<file path="config.mk">
export PLATFORM = sky130hd
export DESIGN_NAME = scancode_to_ascii_line_editor
export DESIGN_NICKNAME = d
export VERILOG_FILES = /design/src/design/scta_pkg.sv /design/src/design/scta_keymap.sv /design/src/design/scta_editor.sv /design/src/design/scancode_to_ascii_line_editor.sv
export SDC_FILE = /design/constraint.sdc
export NUM_CORES = 1
export LEC_CHECK = 0
export ABC_AREA = 1
export BUFFER_PORTS_ARGS = -buffer_cell sky130_fd_sc_hd__clkbuf_2
export CAP_MARGIN = 10
export CORE_ASPECT_RATIO = 1.75
export CORE_MARGIN = 8
export CORE_UTILIZATION = 40
export CTS_CLUSTER_DIAMETER = 60
export DETAILED_ROUTE_END_ITERATION = 8
export PLACE_DENSITY = 0.59
export SYNTH_ARGS = -nofsm -noshare
export SYNTH_HDL_FRONTEND = slang
export SYNTH_SLANG_ARGS = --single-unit
export TNS_END_PERCENT = 1
</file>
<file path="constraint.sdc">
create_clock -name clk -period 2.95 [get_ports clk]
set_clock_uncertainty 0.05 [all_clocks]
set_input_delay 0.4425 -clock clk [delete_from_list [all_inputs] [get_ports clk]]
set_output_delay 0.4425 -clock clk [all_outputs]
set_load 0.05 [all_outputs]
</file>
<file path="src/design/scta_pkg.sv">
// Shared types and constants for the scancode to ASCII line editor.
package scta_pkg;

    localparam int CodeW  = 8;
    localparam int CharW  = 7;
    localparam int CountW = 7;
    localparam int KindW  = 2;

    localparam logic [CodeW-1:0] SC_LSHIFT     = 8'h2A;
    localparam logic [CodeW-1:0] SC_RSHIFT     = 8'h36;
    localparam logic [CodeW-1:0] SC_LSHIFT_BRK = 8'hAA;
    localparam logic [CodeW-1:0] SC_RSHIFT_BRK = 8'hB6;
    localparam logic [CodeW-1:0] SC_CAPS       = 8'h3A;
    localparam logic [CodeW-1:0] SC_ENTER      = 8'h1C;
    localparam logic [CodeW-1:0] SC_BACKSPACE  = 8'h0E;
    localparam logic [CodeW-1:0] SC_SPACE      = 8'h39;

    localparam logic [CountW-1:0] LIMIT_RESET = 7'd79;
    localparam logic [CharW-1:0]  CASE_OFFSET = 7'd32;

    localparam logic [KindW-1:0] KIND_NONE = 2'd0;
    localparam logic [KindW-1:0] KIND_CHAR = 2'd1;
    localparam logic [KindW-1:0] KIND_ENTER = 2'd2;
    localparam logic [KindW-1:0] KIND_BKSP = 2'd3;

    typedef struct packed {
        logic [KindW-1:0]  kind;
        logic [CharW-1:0]  char_code;
        logic [CountW-1:0] line_length;
    } result_t;

endpackage

</file>
<file path="src/design/scta_keymap.sv">
// US set-1 make code to ASCII lookup with shift and caps handling.
module scta_keymap (
    input  logic [6:0]               code,
    input  logic                     shift_held,
    input  logic                     caps_on,
    output logic [scta_pkg::CharW-1:0] char_code
);
    import scta_pkg::*;

    logic [CharW-1:0] base_char;
    logic [CharW-1:0] shift_char;
    logic             is_letter;

    always_comb
    begin
        base_char  = '0;
        shift_char = '0;
        is_letter  = 1'b0;
        case (code)
            7'h02: begin base_char = 7'h31; shift_char = 7'h21; end
            7'h03: begin base_char = 7'h32; shift_char = 7'h40; end
            7'h04: begin base_char = 7'h33; shift_char = 7'h23; end
            7'h05: begin base_char = 7'h34; shift_char = 7'h24; end
            7'h06: begin base_char = 7'h35; shift_char = 7'h25; end
            7'h07: begin base_char = 7'h36; shift_char = 7'h5E; end
            7'h08: begin base_char = 7'h37; shift_char = 7'h26; end
            7'h09: begin base_char = 7'h38; shift_char = 7'h2A; end
            7'h0A: begin base_char = 7'h39; shift_char = 7'h28; end
            7'h0B: begin base_char = 7'h30; shift_char = 7'h29; end
            7'h0C: begin base_char = 7'h2D; shift_char = 7'h5F; end
            7'h0D: begin base_char = 7'h3D; shift_char = 7'h2B; end
            7'h10: begin base_char = 7'h71; is_letter = 1'b1; end
            7'h11: begin base_char = 7'h77; is_letter = 1'b1; end
            7'h12: begin base_char = 7'h65; is_letter = 1'b1; end
            7'h13: begin base_char = 7'h72; is_letter = 1'b1; end
            7'h14: begin base_char = 7'h74; is_letter = 1'b1; end
            7'h15: begin base_char = 7'h79; is_letter = 1'b1; end
            7'h16: begin base_char = 7'h75; is_letter = 1'b1; end
            7'h17: begin base_char = 7'h69; is_letter = 1'b1; end
            7'h18: begin base_char = 7'h6F; is_letter = 1'b1; end
            7'h19: begin base_char = 7'h70; is_letter = 1'b1; end
            7'h1A: begin base_char = 7'h5B; shift_char = 7'h7B; end
            7'h1B: begin base_char = 7'h5D; shift_char = 7'h7D; end
            7'h1E: begin base_char = 7'h61; is_letter = 1'b1; end
            7'h1F: begin base_char = 7'h73; is_letter = 1'b1; end
            7'h20: begin base_char = 7'h64; is_letter = 1'b1; end
            7'h21: begin base_char = 7'h66; is_letter = 1'b1; end
            7'h22: begin base_char = 7'h67; is_letter = 1'b1; end
            7'h23: begin base_char = 7'h68; is_letter = 1'b1; end
            7'h24: begin base_char = 7'h6A; is_letter = 1'b1; end
            7'h25: begin base_char = 7'h6B; is_letter = 1'b1; end
            7'h26: begin base_char = 7'h6C; is_letter = 1'b1; end
            7'h27: begin base_char = 7'h3B; shift_char = 7'h3A; end
            7'h2C: begin base_char = 7'h7A; is_letter = 1'b1; end
            7'h2D: begin base_char = 7'h78; is_letter = 1'b1; end
            7'h2E: begin base_char = 7'h63; is_letter = 1'b1; end
            7'h2F: begin base_char = 7'h76; is_letter = 1'b1; end
            7'h30: begin base_char = 7'h62; is_letter = 1'b1; end
            7'h31: begin base_char = 7'h6E; is_letter = 1'b1; end
            7'h32: begin base_char = 7'h6D; is_letter = 1'b1; end
            7'h33: begin base_char = 7'h2C; shift_char = 7'h3C; end
            7'h34: begin base_char = 7'h2E; shift_char = 7'h3E; end
            7'h35: begin base_char = 7'h2F; shift_char = 7'h3F; end
            SC_SPACE[6:0]: begin base_char = 7'h20; shift_char = 7'h20; end
            default: begin base_char = '0; end
        endcase
    end

    always_comb
    begin
        if (is_letter)
        begin
            char_code = (caps_on ^ shift_held) ? (base_char - CASE_OFFSET) : base_char;
        end
        else if (shift_held && (shift_char != '0))
        begin
            char_code = shift_char;
        end
        else
        begin
            char_code = base_char;
        end
    end

endmodule

</file>
<file path="src/design/scta_editor.sv">
// Modifier flags, line counter, limit register and per-beat result decode.
module scta_editor (
    input  logic                         clk,
    input  logic                         rst_n,
    input  logic                         step,
    input  logic [scta_pkg::CodeW-1:0]   scancode,
    input  logic                         cfg_write,
    input  logic [scta_pkg::CountW-1:0]  cfg_limit,
    output scta_pkg::result_t            result
);
    import scta_pkg::*;

    logic              shift_reg;
    logic              shift_next;
    logic              caps_reg;
    logic              caps_next;
    logic [CountW-1:0] count_reg;
    logic [CountW-1:0] count_next;
    logic [CountW-1:0] limit_reg;
    logic [CharW-1:0]  mapped_char;

    scta_keymap u_keymap (
        .code       (scancode[6:0]),
        .shift_held (shift_reg),
        .caps_on    (caps_reg),
        .char_code  (mapped_char)
    );

    always_comb
    begin
        shift_next = shift_reg;
        caps_next  = caps_reg;
        if (scancode == SC_LSHIFT || scancode == SC_RSHIFT)
        begin
            shift_next = 1'b1;
        end
        else if (scancode == SC_LSHIFT_BRK || scancode == SC_RSHIFT_BRK)
        begin
            shift_next = 1'b0;
        end
        else if (scancode == SC_CAPS)
        begin
            caps_next = ~caps_reg;
        end
    end

    always_comb
    begin
        count_next         = count_reg;
        result.kind        = KIND_NONE;
        result.char_code   = '0;
        result.line_length = count_reg;
        if (!scancode[CodeW-1])
        begin
            if (scancode == SC_ENTER)
            begin
                result.kind = KIND_ENTER;
                count_next  = '0;
            end
            else if (scancode == SC_BACKSPACE)
            begin
                if (count_reg != '0)
                begin
                    count_next  = count_reg - 1'b1;
                    result.kind = KIND_BKSP;
                end
                result.line_length = count_next;
            end
            else
            begin
                if (mapped_char != '0 && count_reg < limit_reg)
                begin
                    count_next       = count_reg + 1'b1;
                    result.kind      = KIND_CHAR;
                    result.char_code = mapped_char;
                end
                result.line_length = count_next;
            end
        end
    end

    always_ff @(posedge clk or negedge rst_n)
    begin
        if (!rst_n)
        begin
            shift_reg <= 1'b0;
            caps_reg  <= 1'b0;
            count_reg <= '0;
            limit_reg <= LIMIT_RESET;
        end
        else
        begin
            if (step)
            begin
                shift_reg <= shift_next;
                caps_reg  <= caps_next;
                count_reg <= count_next;
            end
            if (cfg_write)
            begin
                limit_reg <= cfg_limit;
            end
        end
    end

    a_char_nonzero: assert property (@(posedge clk) disable iff (!rst_n)
        (result.kind == KIND_CHAR) |-> (result.char_code != '0))
        else $error("accepted character with zero code");

    a_char_only_on_kind: assert property (@(posedge clk) disable iff (!rst_n)
        (result.kind != KIND_CHAR) |-> (result.char_code == '0))
        else $error("character code on non-character result");

    a_char_counts_up: assert property (@(posedge clk) disable iff (!rst_n)
        (step && result.kind == KIND_CHAR) |=> (count_reg == $past(count_reg) + 1'b1))
        else $error("counter did not advance on accepted character");

    a_enter_clears: assert property (@(posedge clk) disable iff (!rst_n)
        (step && scancode == SC_ENTER) |=> (count_reg == '0))
        else $error("counter not cleared by enter");

    a_limit_held: assert property (@(posedge clk) disable iff (!rst_n)
        (step && result.kind == KIND_CHAR) |-> (count_reg < limit_reg))
        else $error("character accepted on full line");

endmodule

</file>
<file path="src/design/scancode_to_ascii_line_editor.sv">
// Top level of the PS/2 set-1 scancode to ASCII line editor.
//
// Input channel: in_valid / in_stall with scancode, one raw set-1 byte per beat.
// Output channel: out_valid / out_stall with kind, char_code, line_length,
// exactly one result beat per input beat, in order.
// Config channel: cfg_valid / cfg_ready with line_limit; cfg_ready is always
// high, write only while the block is idle.
// Path: a beat accepted into the input register is decoded from it and
// lands in the output register, where the output channel takes it.
// Throughput: one beat per cycle while the output does not stall, set by the
// single decode step between the input register and the output register.
// Stall: when out_stall holds a full output register, the input register
// keeps its beat and in_stall rises; one beat waits in each register.
// Reset: shift and caps clear, the line count clears, line_limit returns to
// 79, both registers empty.
module scancode_to_ascii_line_editor (
    input  logic                          clk,
    input  logic                          rst_n,
    input  logic                          in_valid,
    output logic                          in_stall,
    input  logic [scta_pkg::CodeW-1:0]    scancode,
    output logic                          out_valid,
    input  logic                          out_stall,
    output logic [scta_pkg::KindW-1:0]    kind,
    output logic [scta_pkg::CharW-1:0]    char_code,
    output logic [scta_pkg::CountW-1:0]   line_length,
    input  logic                          cfg_valid,
    output logic                          cfg_ready,
    input  logic [scta_pkg::CountW-1:0]   line_limit
);
    import scta_pkg::*;

    logic             s1_valid_reg;
    logic             s1_valid_next;
    logic [CodeW-1:0] s1_code_reg;
    logic             out_valid_reg;
    logic             out_valid_next;
    result_t          out_data_reg;
    result_t          result;
    logic             advance;
    logic             step;
    logic             in_take;

    assign advance  = !out_valid_reg || !out_stall;
    assign step     = s1_valid_reg && advance;
    assign in_stall = s1_valid_reg && !advance;
    assign in_take  = in_valid && !in_stall;

    assign s1_valid_next  = in_take || (s1_valid_reg && !advance);
    assign out_valid_next = step || (out_valid_reg && out_stall);

    assign cfg_ready = 1'b1;

    scta_editor u_editor (
        .clk       (clk),
        .rst_n     (rst_n),
        .step      (step),
        .scancode  (s1_code_reg),
        .cfg_write (cfg_valid && cfg_ready),
        .cfg_limit (line_limit),
        .result    (result)
    );

    always_ff @(posedge clk or negedge rst_n)
    begin
        if (!rst_n)
        begin
            s1_valid_reg  <= 1'b0;
            out_valid_reg <= 1'b0;
        end
        else
        begin
            s1_valid_reg  <= s1_valid_next;
            out_valid_reg <= out_valid_next;
        end
    end

    always_ff @(posedge clk)
    begin
        if (in_take)
        begin
            s1_code_reg <= scancode;
        end
        if (step)
        begin
            out_data_reg <= result;
        end
    end

    assign out_valid   = out_valid_reg;
    assign kind        = out_data_reg.kind;
    assign char_code   = out_data_reg.char_code;
    assign line_length = out_data_reg.line_length;

endmodule
</file>
# Word level (Yosys, flattened, before mapping)

Cells that the tools add are included.

Register bits: 42
Input port bits: 20
Output and inout bits: 19

Add/sub/neg operators: 3
$lt $le $gt $ge: 1
Equality and inequality tests: 52
Muxes and demuxes: 18
Bitwise operators: 6
Reductions and logical operators: 25

Operators by type and width:

| cell                                                                | number |
|---|---|
| 7-bit one-hot mux with 45 select lines                              | 1 |
| 7-bit by 6-bit == test with 1-bit output (second input constant)    | 19 |
| 7-bit one-hot mux with 19 select lines                              | 1 |
| 7-bit by 5-bit == test with 1-bit output (second input constant)    | 14 |
| 7-bit 2-to-1 mux                                                    | 9 |
| 7-bit by 4-bit == test with 1-bit output (second input constant)    | 6 |
| 7-bit by 3-bit == test with 1-bit output (second input constant)    | 4 |
| 26-bit OR reduction                                                 | 1 |
| 8-bit by 6-bit == test with 1-bit output (second input constant)    | 3 |
| 7-bit nonzero test                                                  | 3 |
| 8-bit == test (second input constant)                               | 2 |
| 7-bit by 2-bit == test with 1-bit output (second input constant)    | 2 |
| 8-bit by 4-bit == test with 1-bit output (second input constant)    | 1 |
| 8-bit by 5-bit == test with 1-bit output (second input constant)    | 1 |
| 8-bit 2-to-1 mux                                                    | 1 |
| 7-bit by 1-bit adder with 7-bit output (second input constant)      | 1 |
| 7-bit < comparator                                                  | 1 |
| 7-bit by 1-bit subtractor with 7-bit output (second input constant) | 1 |
| 7-bit by 6-bit subtractor with 7-bit output (second input constant) | 1 |
| 1-bit logical AND                                                   | 6 |
| 2-bit 2-to-1 mux                                                    | 3 |
| 1-bit logical OR                                                    | 5 |
| 1-bit inverter                                                      | 5 |
| 1-bit logical NOT                                                   | 4 |
| other kinds (7)                                                     | 10 |

# Longest topological paths before layout

Gate-level depths: netlist of run 1.

Word-level depth: 12
Gate-level depth with buffers: 16

# Hierarchy

Synthesis of run 1 repeated with hierarchy kept, for this count alone.

Cells, all modules: 531
Area total of the unflattened synthesis: 3580.9 sq um

By module, submodules not included:

| module                        | times used | cells each | area each (sq um) | seq. area each (sq um) |
|---|---|---|---|---|
| scta_editor                   | 1          | 245        | 1557.7            | 406.6 |
| scta_keymap                   | 1          | 248        | 1196.1            | 0.0 |
| scancode_to_ascii_line_editor | 1          | 38         | 827.0             | 770.7 |

# Worst setup path before layout of run 1

No wires, ideal clock.

Path kind: reg-to-reg
Start: register u_editor.limit_reg[6]
End: register out_data_reg, in the netlist line_length[6], data pin
Library setup time: 0.253 ns
Data arrival time: 1.856 ns
Required time: 2.647 ns
Path slack: 0.791 ns
Stages on the path, launching flop included: 14
Path buffers: 0
Clock period less this slack: 2.159 ns
Cell sequence: dfstp_2 > inv_1 > ha_1 > a21oi_1 > o21a_1 > nand2_1 > inv_1 > nand2_1 > nor2_1 > nand3_1 > nor2_1 > nand2_1 > nand3_1 > nand2_1

RTL lines:

| what                   | RTL line                            | source |
|---|---|---|
| from (decl)            | scta_editor.sv:19                   | `logic [CountW-1:0] limit_reg;` |
| from (signal assigned) | scta_editor.sv:101                  | `limit_reg <= cfg_limit;` |
| to (signal assigned)   | scancode_to_ascii_line_editor.sv:86 | `out_data_reg <= result;` |
| to (decl)              | scancode_to_ascii_line_editor.sv:38 | `result_t out_data_reg;` |

==> results of run 1 <==
worst paths after layout:
check	from	endpoint	slack [ns]	cells past startpoint
worst min register to register	u_editor.caps_reg	u_editor.caps_reg	0.45	1
worst min-delay path	rst_n	u_editor.count_reg[2]	0.04	1
min in group clk	scancode[7]	s1_code_reg[7]	0.28	1
worst max register to register	s1_code_reg[1]	line_length[1]	0.37	14
worst max-delay path	s1_code_reg[1]	line_length[1]	0.37	14
max in group asynchronous	rst_n	u_editor.limit_reg[3]	2.45	1
Yosys cell counts, drive strengths merged, types with 2 or more instances:
cell type / count
nand2: 152
nor2: 65
inv: 48
nand3: 25
o21ai: 25
edfxtp: 24
nand4: 17
a21oi: 16
dfrtp: 13
ha: 8
nor3: 6
dfstp: 5
buf: 4
nor4: 4
xor2: 4
clkbuf: 3
xnor2: 3
a31oi: 2
and3: 2
o2111ai: 2
o22ai: 2
o311ai: 2
or2: 2
critical path: stages, from the launching register on:
cell and delay (ns):
edfxtp_1 0.44, nand2_1 0.19, inv_1 0.08, nand2_1 0.12, nand2_1 0.13, o21ai_1 0.33, nand2_1 0.15, nor2_2 0.20
nand3_4 0.18, nand2_2 0.12, nand2_1 0.05, nand3_1 0.06, nand2_1 0.07, nand2_1 0.06, o21ai_0 0.07
where the power goes:
part | internal, mW | switching (mW)
sequential | 0.713 | 0.0736
clock | 0.400 | 0.232
combinational | 0.193 | 0.438
layer usage:
metal / GRT usage / vias up
li1: - / 1549
met1: 0.189 / 1478
met2: 0.396 / 111
met3: 0.0314 / 36
met4: 0.130 / 0
met5: 0 / -
metrics by stage:
stage | hold slack [ns] | utilization
final | 0.0410 | 0.473
after global routing | 0.0866 | 0.473
after CTS | 0.0584 | 0.472
after detailed placement | 0.370 | 0.450
after global placement | 0.369 | 0.450
after floorplan | 0.0969 | -
cells by family after synthesis:
group,count (synthesis),share of synthesized area
xor gates and xnor gates,7,0.0200
buffers and inverters,55,0.0707
AOI/OAI and AO/OA,54,0.100
DFF,42,0.384
and+or+nand+nor,273,0.387
adders and majority gates,8,0.0327
muxes,1,0.00368
other,1,0.00122
repair_timing:
action / 4_1_cts / 5_1_grt
resized for setup: 0 / 1
setup endpoints to repair: 0 / 12
endpoints found under the hold margin: 0 / 0
layout make-up:
cell class / count / area (µm²)
clock buffers: 6 / 129
clock inverters: 2 / 37.5
fillers: 774 / 3960
inverters: 48 / 180
multi-input cells: 344 / 1670
flip-flops and latches: 42 / 1180
well taps: 88 / 110
repair buffers: 45 / 245
cell usage in the layout (no fill, tap or decap), types with 7 or more instances in the layout:
cell      count
nand3_1      24
ha_1          8
dfrtp_1      13
clkbuf_2     37
a21oi_1      16
nand2_2      10
o21ai_0      20
nor2_2        7
inv_1        41
nand2_1     142
buf_4         8
inv_2         7
nand4_1      17
nor2_1       57
edfxtp_1     24
==> impl_metrics.ini, run 1 <==
[synthesis]
synth_edf_count = 24
yosysWarnings = 0
avgSynthCellArea_um2 = 6.95
ys_seq_area_frac = 0.384
syn_nets = 469
synth-async-reset-ratio = 0.429
netlist_instances = 441
yosysTopAreaCell = edfxtp_1
synth.top_cell.area_share = 0.235
synth-seq-cells = 42
yosys.cell_types.count = 37
synthTopCellsByArea = edfxtp_1 24%, nand2_1 17%, dfrtp_1 11%
synth_area_mm2 = 0.00306
synth_flop_cell = edfxtp_1

[power_and_ir_drop]
powerDensity_mw_per_mm2 = 577
fin_total_pwr_mw = 2.05
vdd_drop_max_mv = 0.316
leakage_nw = 1.86

[cells_and_area]
largest_register_ffs = 8
antenna_cells = 0
final_area_mm2 = 0.00355
nets = 514
fin_cells = 575
layout-area-overhead-vs-synth_pct = 15.9
drive_gt1_frac = 0.177

[place]
io_buffer_count = 37
placedCellCount = 567
gp_congestion = 0.985
dp_hpwl_mm = 8.67
pre_cts_ws_ns = 0.186
placed_cell_area_mm2 = 0.00338

[clock_network]
clockBufferDepth = 2
htree_levels = 2
cts-root-buf = clkbuf_16
cts.sinks = 42
cts_setup_buffers = 0
worstSkewPairLatency_ns = 0.29
ctsHoldBuffers = 0
numCtsBuffers = 5
cts.clk_slew.worst_paths_ns = 0.06
cts_tree = yes

[sta]
maxSlewHeadroom = 0.519
tns_ns = 0
fin_crit_sh = 0.876
fmax_mhz = 387
finalSetupViolations = 0
worst_pin_slew_ns = 0.715
layout_min_cycle_time_ns = 2.58
setup_ws_ns = 0.367
rsz0062_at_grt = no
final_hold_viol_count = 0
slew_viol_final = 0

[global_routing]
grt_max_degree = 19
grt.total_usage = 0.208
grt_first_pass_wirelength_mm = 16.7
antenna_found_initial = 0
grt_pass1_vias = 3168
grt-ovfl-total = 0

[routing]
firstDrtPassIters = 7
topRoutingLayerUsed = met4
drc_errors = 0
met2_length_mm = 6.26
vias = 3174
drt_iter0_drc = 233
drt-wirelength-per-cell_um = 18.8
ant_nets = 0
viasPerCell = 5.52
routed_wl_mm = 10.8
route.met3.wl_um = 388
m1WireLength_mm = 3.59

[hold_path]
hp-class = in2async

[flow_run]
maxCapViolCount = 0

[outcome]
status = finished, final reports clean

[floorplan]
io_pins = 39
die_h_um = 132
fp-row-count = 42
dieArea_mm2 = 0.0108
start_util = 0.408
dieWidth_um = 82.2
core_mm2 = 0.00751

[critical_path]
cp.required_ns = 2.93
worstPathMaxFanout = 10
cp.arrival_ns = 2.56
endpoint_kind = flop
crit_type = reg2reg
startpoint_type = flop
No activity file was read; power rests on OpenSTA's default activity.
==> run 2: changes to the inputs <==
--- a/config.mk
+++ b/config.mk
@@ -8,12 +8,13 @@
 export ABC_AREA = 1
 export BUFFER_PORTS_ARGS = -buffer_cell sky130_fd_sc_hd__clkbuf_2
 export CAP_MARGIN = 10
-export CORE_ASPECT_RATIO = 1.75
 export CORE_MARGIN = 8
 export CORE_UTILIZATION = 40
 export CTS_CLUSTER_DIAMETER = 60
 export DETAILED_ROUTE_END_ITERATION = 8
+export GPL_TIMING_DRIVEN = 1
 export PLACE_DENSITY = 0.59
+export SKIP_CTS_REPAIR_TIMING = 1
 export SYNTH_ARGS = -nofsm -noshare
 export SYNTH_HDL_FRONTEND = slang
 export SYNTH_SLANG_ARGS = --single-unit
==> run 2 against run 1 <==
  * Register-to-register slack gained 0.03 ns
  * Cell area shrank 2.2%
  * Sequential share of layout area grew 0.74 points
  * Sequential cell count is the same
  * Worst hold slack lost 0.019 ns
  * Fmax grew 1.0%
  * Core utilization shrank 1.4 points
==> impl_metrics.ini, run 2 (same netlist as run 1, synthesis figures left out) <==
[cells_and_area]
layout_commonest_cell = nand2_1
largest_register_ffs = 8
multiInputGateArea_mm2 = 0.00167
fin_cells = 586
nets = 511
mostFrequentLayoutCells = 142 x nand2_1, 57 x nor2_1, 41 x inv_1
fill_cells = 789
layout-area-overhead-vs-synth_pct = 13.4
drive_gt1_frac = 0.174
regArea_mm2 = 0.00118
antenna_cells = 0

[global_routing]
grt_pass1_vias = 3065
grt_first_pass_wirelength_mm = 15.0
grt_max_degree = 19
antenna_found_initial = 0
grt-ovfl-total = 0
grt.total_usage = 0.167

[critical_path]
cp-startpoint = s1_code_reg[4]
endpoint_kind = flop
cp.required_ns = 2.96
rr_endpoint = char_code[1]
crit_type = reg2reg
reg2reg_depth = 12
startpoint_type = flop
reg2reg_slack_ns = 0.39
rr_startpoint = s1_code_reg[4]
crit_end = char_code[1]
cp.arrival_ns = 2.56
worstPathMaxFanout = 14

[flow_run]
maxCapViolCount = 0

[clock_network]
worstSkewPairLatency_ns = 0.30
cts.clk_slew.worst_paths_ns = 0.09
cts.sinks = 42
cts_tree = yes
cts-root-buf = clkbuf_8
clockBufferDepth = 2
htree_levels = 2
numCtsBuffers = 5

[floorplan]
core_mm2 = 0.00757
fp-row-count = 32
die_h_um = 104
start_util = 0.405
dieWidth_um = 104
dieArea_mm2 = 0.0107
io_pins = 39

[sta]
worst_pin_slew_ns = 0.652
rsz0062_at_grt = no
tns_ns = 0
final_hold_viol_count = 0
finalSetupViolations = 0
maxSlewHeadroom = 0.565
fmax_mhz = 391
slew_viol_final = 0
fin_crit_sh = 0.867
layout_min_cycle_time_ns = 2.56

[power_and_ir_drop]
vdd_drop_max_mv = 0.286
powerDensity_mw_per_mm2 = 516
leakage_nw = 1.82

[place]
gp_congestion = 0.959
placedCellCount = 578
io_buffer_count = 37
dp_hpwl_mm = 7.15

[routing]
drc_errors = 0
routed_wl_mm = 8.83
drt_iter0_drc = 343
viasPerCell = 5.33
firstDrtPassIters = 5
vias = 3122
drt-wirelength-per-cell_um = 15.1
ant_nets = 0

[hold_path]
hp-class = in2async

[outcome]
status = finished, final reports clean
run 2: cell types whose count changed in the layout (fill, tap and decap cells not counted):
| cell | before | now |
|---|---|---|
| clkbuf_1 | 1 | 0 |
| clkbuf_16 | 5 | 0 |
| clkbuf_8 | 0 | 5 |
| clkinv_4 | 0 | 1 |
| buf_4 | 8 | 5 |
| inv_6 | 0 | 1 |
| bufinv_16 | 1 | 0 |
run 2: critical path, cell delays in order (launching register included):
cell	delay, ns
edfxtp_1	0.41
inv_1	0.09
nand2_1	0.08
nor2_2	0.43
nand2_1	0.23
nand2_1	0.22
nor2_1	0.10
inv_1	0.09
nor2_2	0.04
nand4_1	0.15
nand2_2	0.14
o21ai_0	0.23
nor2_1	0.06
run 2: worst min-delay path by stage:
stage | startpoint | endpoint | slack (ns) | cells after the start
floorplan | rst_n | out_valid | 0.1 | 0
global placement | rst_n | u_editor.count_reg[1] | 0.36 | 1
detailed placement | rst_n | u_editor.count_reg[2] | 0.35 | 1
CTS | rst_n | u_editor.count_reg[2] | 0.02 | 1
global route | rst_n | u_editor.count_reg[2] | 0.05 | 1
finish | rst_n | u_editor.count_reg[0] | 0.02 | 1
run 2: per-layer routing:
| metal | share of wire | vias to the layer above | GRT usage |
|---|---|---|---|
| met5 | 0 | - | 0 |
| li1 | - | 1547 | - |
| met4 | 0.033 | 0 | 0.0808 |
| met2 | 0.44 | 144 | 0.255 |
| met3 | 0.066 | 27 | 0.0285 |
| met1 | 0.46 | 1404 | 0.223 |
run 2: per-stage QoR:
| stage | hold slack [ns] | worst slack [ns] | util | cell area (µm²) | power (mW) |
|---|---|---|---|---|---|
| finish | 0.0218 | 0.393 | 0.459 | 3470 | 1.79 |
| global route | 0.0481 | 0.216 | 0.459 | 3470 | 1.92 |
| CTS | 0.0231 | 0.195 | 0.459 | 3470 | 1.80 |
| detailed placement | 0.349 | 0.198 | 0.446 | 3380 | 1.42 |
| global placement | 0.358 | 0.171 | 0.446 | 3380 | 1.41 |
| floorplan | 0.0969 | 0.791 | - | 3060 | 1.26 |
run 2: area by class of cell:
type                    count  area share
flip-flops and latches     42       0.339
repair buffers             42      0.0641
clock buffers               5      0.0198
clock inverters             3     0.00720
well taps                 102      0.0367
inverters                  48      0.0519
multi-input cells         344       0.481
run 2: where the power goes:
part	switching (mW)	internal, mW
combinational	0.436	0.192
clock	0.212	0.171
sequential	0.0715	0.711
total	0.719	1.07
==> run 3: changes to the inputs <==
--- a/config.mk
+++ b/config.mk
@@ -8,14 +8,15 @@
 export ABC_AREA = 1
 export BUFFER_PORTS_ARGS = -buffer_cell sky130_fd_sc_hd__clkbuf_2
 export CAP_MARGIN = 10
-export CORE_MARGIN = 8
+export CORE_MARGIN = 2
 export CORE_UTILIZATION = 40
 export CTS_CLUSTER_DIAMETER = 60
 export DETAILED_ROUTE_END_ITERATION = 8
 export GPL_TIMING_DRIVEN = 1
-export PLACE_DENSITY = 0.59
+export PLACE_DENSITY = 0.58
 export SKIP_CTS_REPAIR_TIMING = 1
 export SYNTH_ARGS = -nofsm -noshare
 export SYNTH_HDL_FRONTEND = slang
+export SYNTH_HIERARCHICAL = 1
 export SYNTH_SLANG_ARGS = --single-unit
 export TNS_END_PERCENT = 1
==> run 3 against run 2 <==
  * The run now ends with negative setup slack left
  * Setup slack worse by 0.40 ns
  * Total power is 31% higher
  * Die area is 9.2% lower
  * Synthesized cell count is 20% higher
  * Sequential power is 3% higher
  * Clock power is 9.4% higher
  * Via count is 21% higher
  * Critical endpoint is now line_length[3]
  * Core utilization is 8.6 points higher
==> impl_metrics.ini, run 3 <==
[power_and_ir_drop]
leakage_nw = 2.57
vdd_drop_max_mv = 0.304
powerDensity_mw_per_mm2 = 494

[critical_path]
critPathMaxStageDelay_ns = 0.51
path_delay_family = simple AND/OR/NAND/NOR gates
cp.required_ns = 2.95
crit_type = reg2reg
cp.arrival_ns = 2.96
worstPathMaxFanout = 6
worst-path-stages = 17
path_common_cell = nand2_1
rr_endpoint = line_length[3]
reg2reg_depth = 17
crit_end = line_length[3]
cp-startpoint = s1_code_reg[1]
reg2reg_slack_ns = -0.009
startpoint_type = flop
cp_cell_sequence = nand2_2 -> buf_4 -> nor2_4 -> o21ai_4 -> buf_4 -> nand3_1 -> a31oi_2 -> o21ai_4 -> nor3_4 -> nand3_4 -> buf_6 -> nand3_2 -> nand2_1 -> nand2_1 -> nand2_2 -> nand2_1 -> o21ai_1
critPathBufInv = 3
endpoint_kind = flop
rr_startpoint = s1_code_reg[1]
crit_slowest_cell = edfxtp_1

[clock_network]
numCtsBuffers = 5
clockBufferDepth = 2
cts.clk_slew.worst_paths_ns = 0.09
worstSkewPairLatency_ns = 0.30
cts.sinks = 42
htree_levels = 2
cts-root-buf = clkbuf_8
cts_tree = yes

[place]
placedCellCount = 711
dp_hpwl_mm = 7.78
io_buffer_count = 37
gp_congestion = 1.08

[sta]
tns_ns = -0.0149
slew_viol_final = 0
finalSetupViolations = 2
rsz0062_at_grt = yes
layout_min_cycle_time_ns = 2.96
fmax_mhz = 338
setup_ws_ns = -0.00929
fin_crit_sh = 1.00
final_hold_viol_count = 0

[synthesis]
synth_edf_count = 24
avgSynthCellArea_um2 = 6.74
yosysTopAreaCell = edfxtp_1
yosysWarnings = 6
synth_flop_cell = edfxtp_1
ys_seq_area_frac = 0.329
synth_area_mm2 = 0.00358
synth-async-reset-ratio = 0.429
yosys.cell_types.count = 42
syn_nets = 560
yosysMostFrequentCell = nand2_1
netlist_instances = 531
synth-seq-cells = 42
synth.top_cell.area_share = 0.201
post_synth_most_frequent_cells = 175 x nand2_1, 68 x nor2_1, 49 x inv_1, 37 x nand3_1, 24 x edfxtp_1
synthTopCellsByArea = edfxtp_1 20%, nand2_1 18%, dfrtp_1 9.1%

[routing]
drt_iter0_drc = 311
firstDrtPassIters = 5
ant_nets = 0
drt-wirelength-per-cell_um = 13.9
drc_errors = 0
vias = 3764
routed_wl_mm = 10.2
viasPerCell = 5.11

[floorplan]
fp-row-count = 34
io_pins = 39
core_mm2 = 0.00872
die_h_um = 98.6
dieArea_mm2 = 0.00972
dieWidth_um = 98.6
start_util = 0.411

[global_routing]
grt_max_degree = 30
grt.total_usage = 0.209
grt_first_pass_wirelength_mm = 16.7
antenna_found_initial = 0
grt_pass1_vias = 3487
grt-ovfl-total = 0

[cells_and_area]
nets = 656
fin_cells = 736
largest_register_ffs = 8
fill_cells = 844
drive_gt1_frac = 0.369
layout_commonest_cell = nand2_1
layout-area-overhead-vs-synth_pct = 32.7
antenna_cells = 0
mostFrequentLayoutCells = 155 x nand2_1, 54 x buf_4, 54 x nor2_1

[outcome]
status = finished with violations
violations = negative setup slack

[flow_run]
maxCapViolCount = 0

[hold_path]
hp-class = in2async
[run 3: per-stage QoR]
stage                     instance area, µm²  hold slack [ns]  total power, mW  utilization  setup WS [ns]
final                                   4750           0.0190             2.35        0.545       -0.00929
after global routing                    4750           0.0420             2.52        0.545         -0.168
after CTS                               4280           0.0284             2.21        0.491         -0.166
after detailed placement                4190            0.360             1.78        0.480         -0.113
after global placement                  4190            0.362             1.75        0.480        -0.0918
after floorplan                         3580           0.0969             1.52            -          0.173
[run 3: layout make-up]
| class | count | area, µm² | share of cell area |
|---|---|---|---|
| clock buffers | 7 | 90.1 | 0.0190 |
| repair buffers | 101 | 712 | 0.150 |
| inverters | 61 | 231 | 0.0487 |
| flip-flops and latches | 42 | 1180 | 0.248 |
| multi-input cells | 416 | 2400 | 0.504 |
| clock inverters | 1 | 8.76 | 0.00184 |
| well taps | 108 | 135 | 0.0284 |
[run 3: layer usage]
metal | wire length, µm | share of wire | global-route usage
met2 | 4630 | 0.45 | 0.330
met5 | 0 | 0 | 0
met1 | 4670 | 0.46 | 0.299
met4 | 199 | 0.019 | 0.0558
met3 | 738 | 0.072 | 0.0340
[run 3: kinds of logic after synthesis]
logic type | share of synthesized area
other | 0.00105
flip-flops | 0.329
buffers and inverters | 0.0877
AO/OA/AOI/OAI | 0.0772
adder cells (fa/ha/maj) | 0.0314
multiplexers | 0.00314
AND/OR/NAND/NOR | 0.451
XOR/XNOR | 0.0196
[run 3: worst min path at each step]
stage | startpoint | end | slack [ns] | cells after the start
floorplan | rst_n | out_valid | 0.1 | 0
global placement | rst_n | u_editor/limit_reg[5] | 0.36 | 1
detailed placement | rst_n | u_editor/limit_reg[5] | 0.36 | 1
CTS | rst_n | u_editor/limit_reg[5] | 0.03 | 1
global route | rst_n | s1_valid_reg | 0.04 | 1
finish | rst_n | u_editor/limit_reg[5] | 0.02 | 1
[run 3: power breakdown]
part           internal (mW)  leakage, nW  total, mW  switching [mW]
clock                  0.203       0.0523      0.418           0.215
sequential             0.723        0.454      0.802          0.0787
combinational          0.405         2.06       1.13           0.721
[run 3: worst register-to-register path: stages (launching register included)]
cell      delay, ns
edfxtp_1       0.51
nand2_2        0.17
buf_4          0.15
nor2_4         0.05
o21ai_4        0.14
buf_4          0.15
nand3_1        0.15
a31oi_2        0.34
o21ai_4        0.12
nor3_4         0.21
nand3_4        0.15
buf_6          0.16
nand3_2        0.06
nand2_1        0.06
nand2_1        0.07
nand2_2        0.07
nand2_1        0.05
o21ai_1        0.06
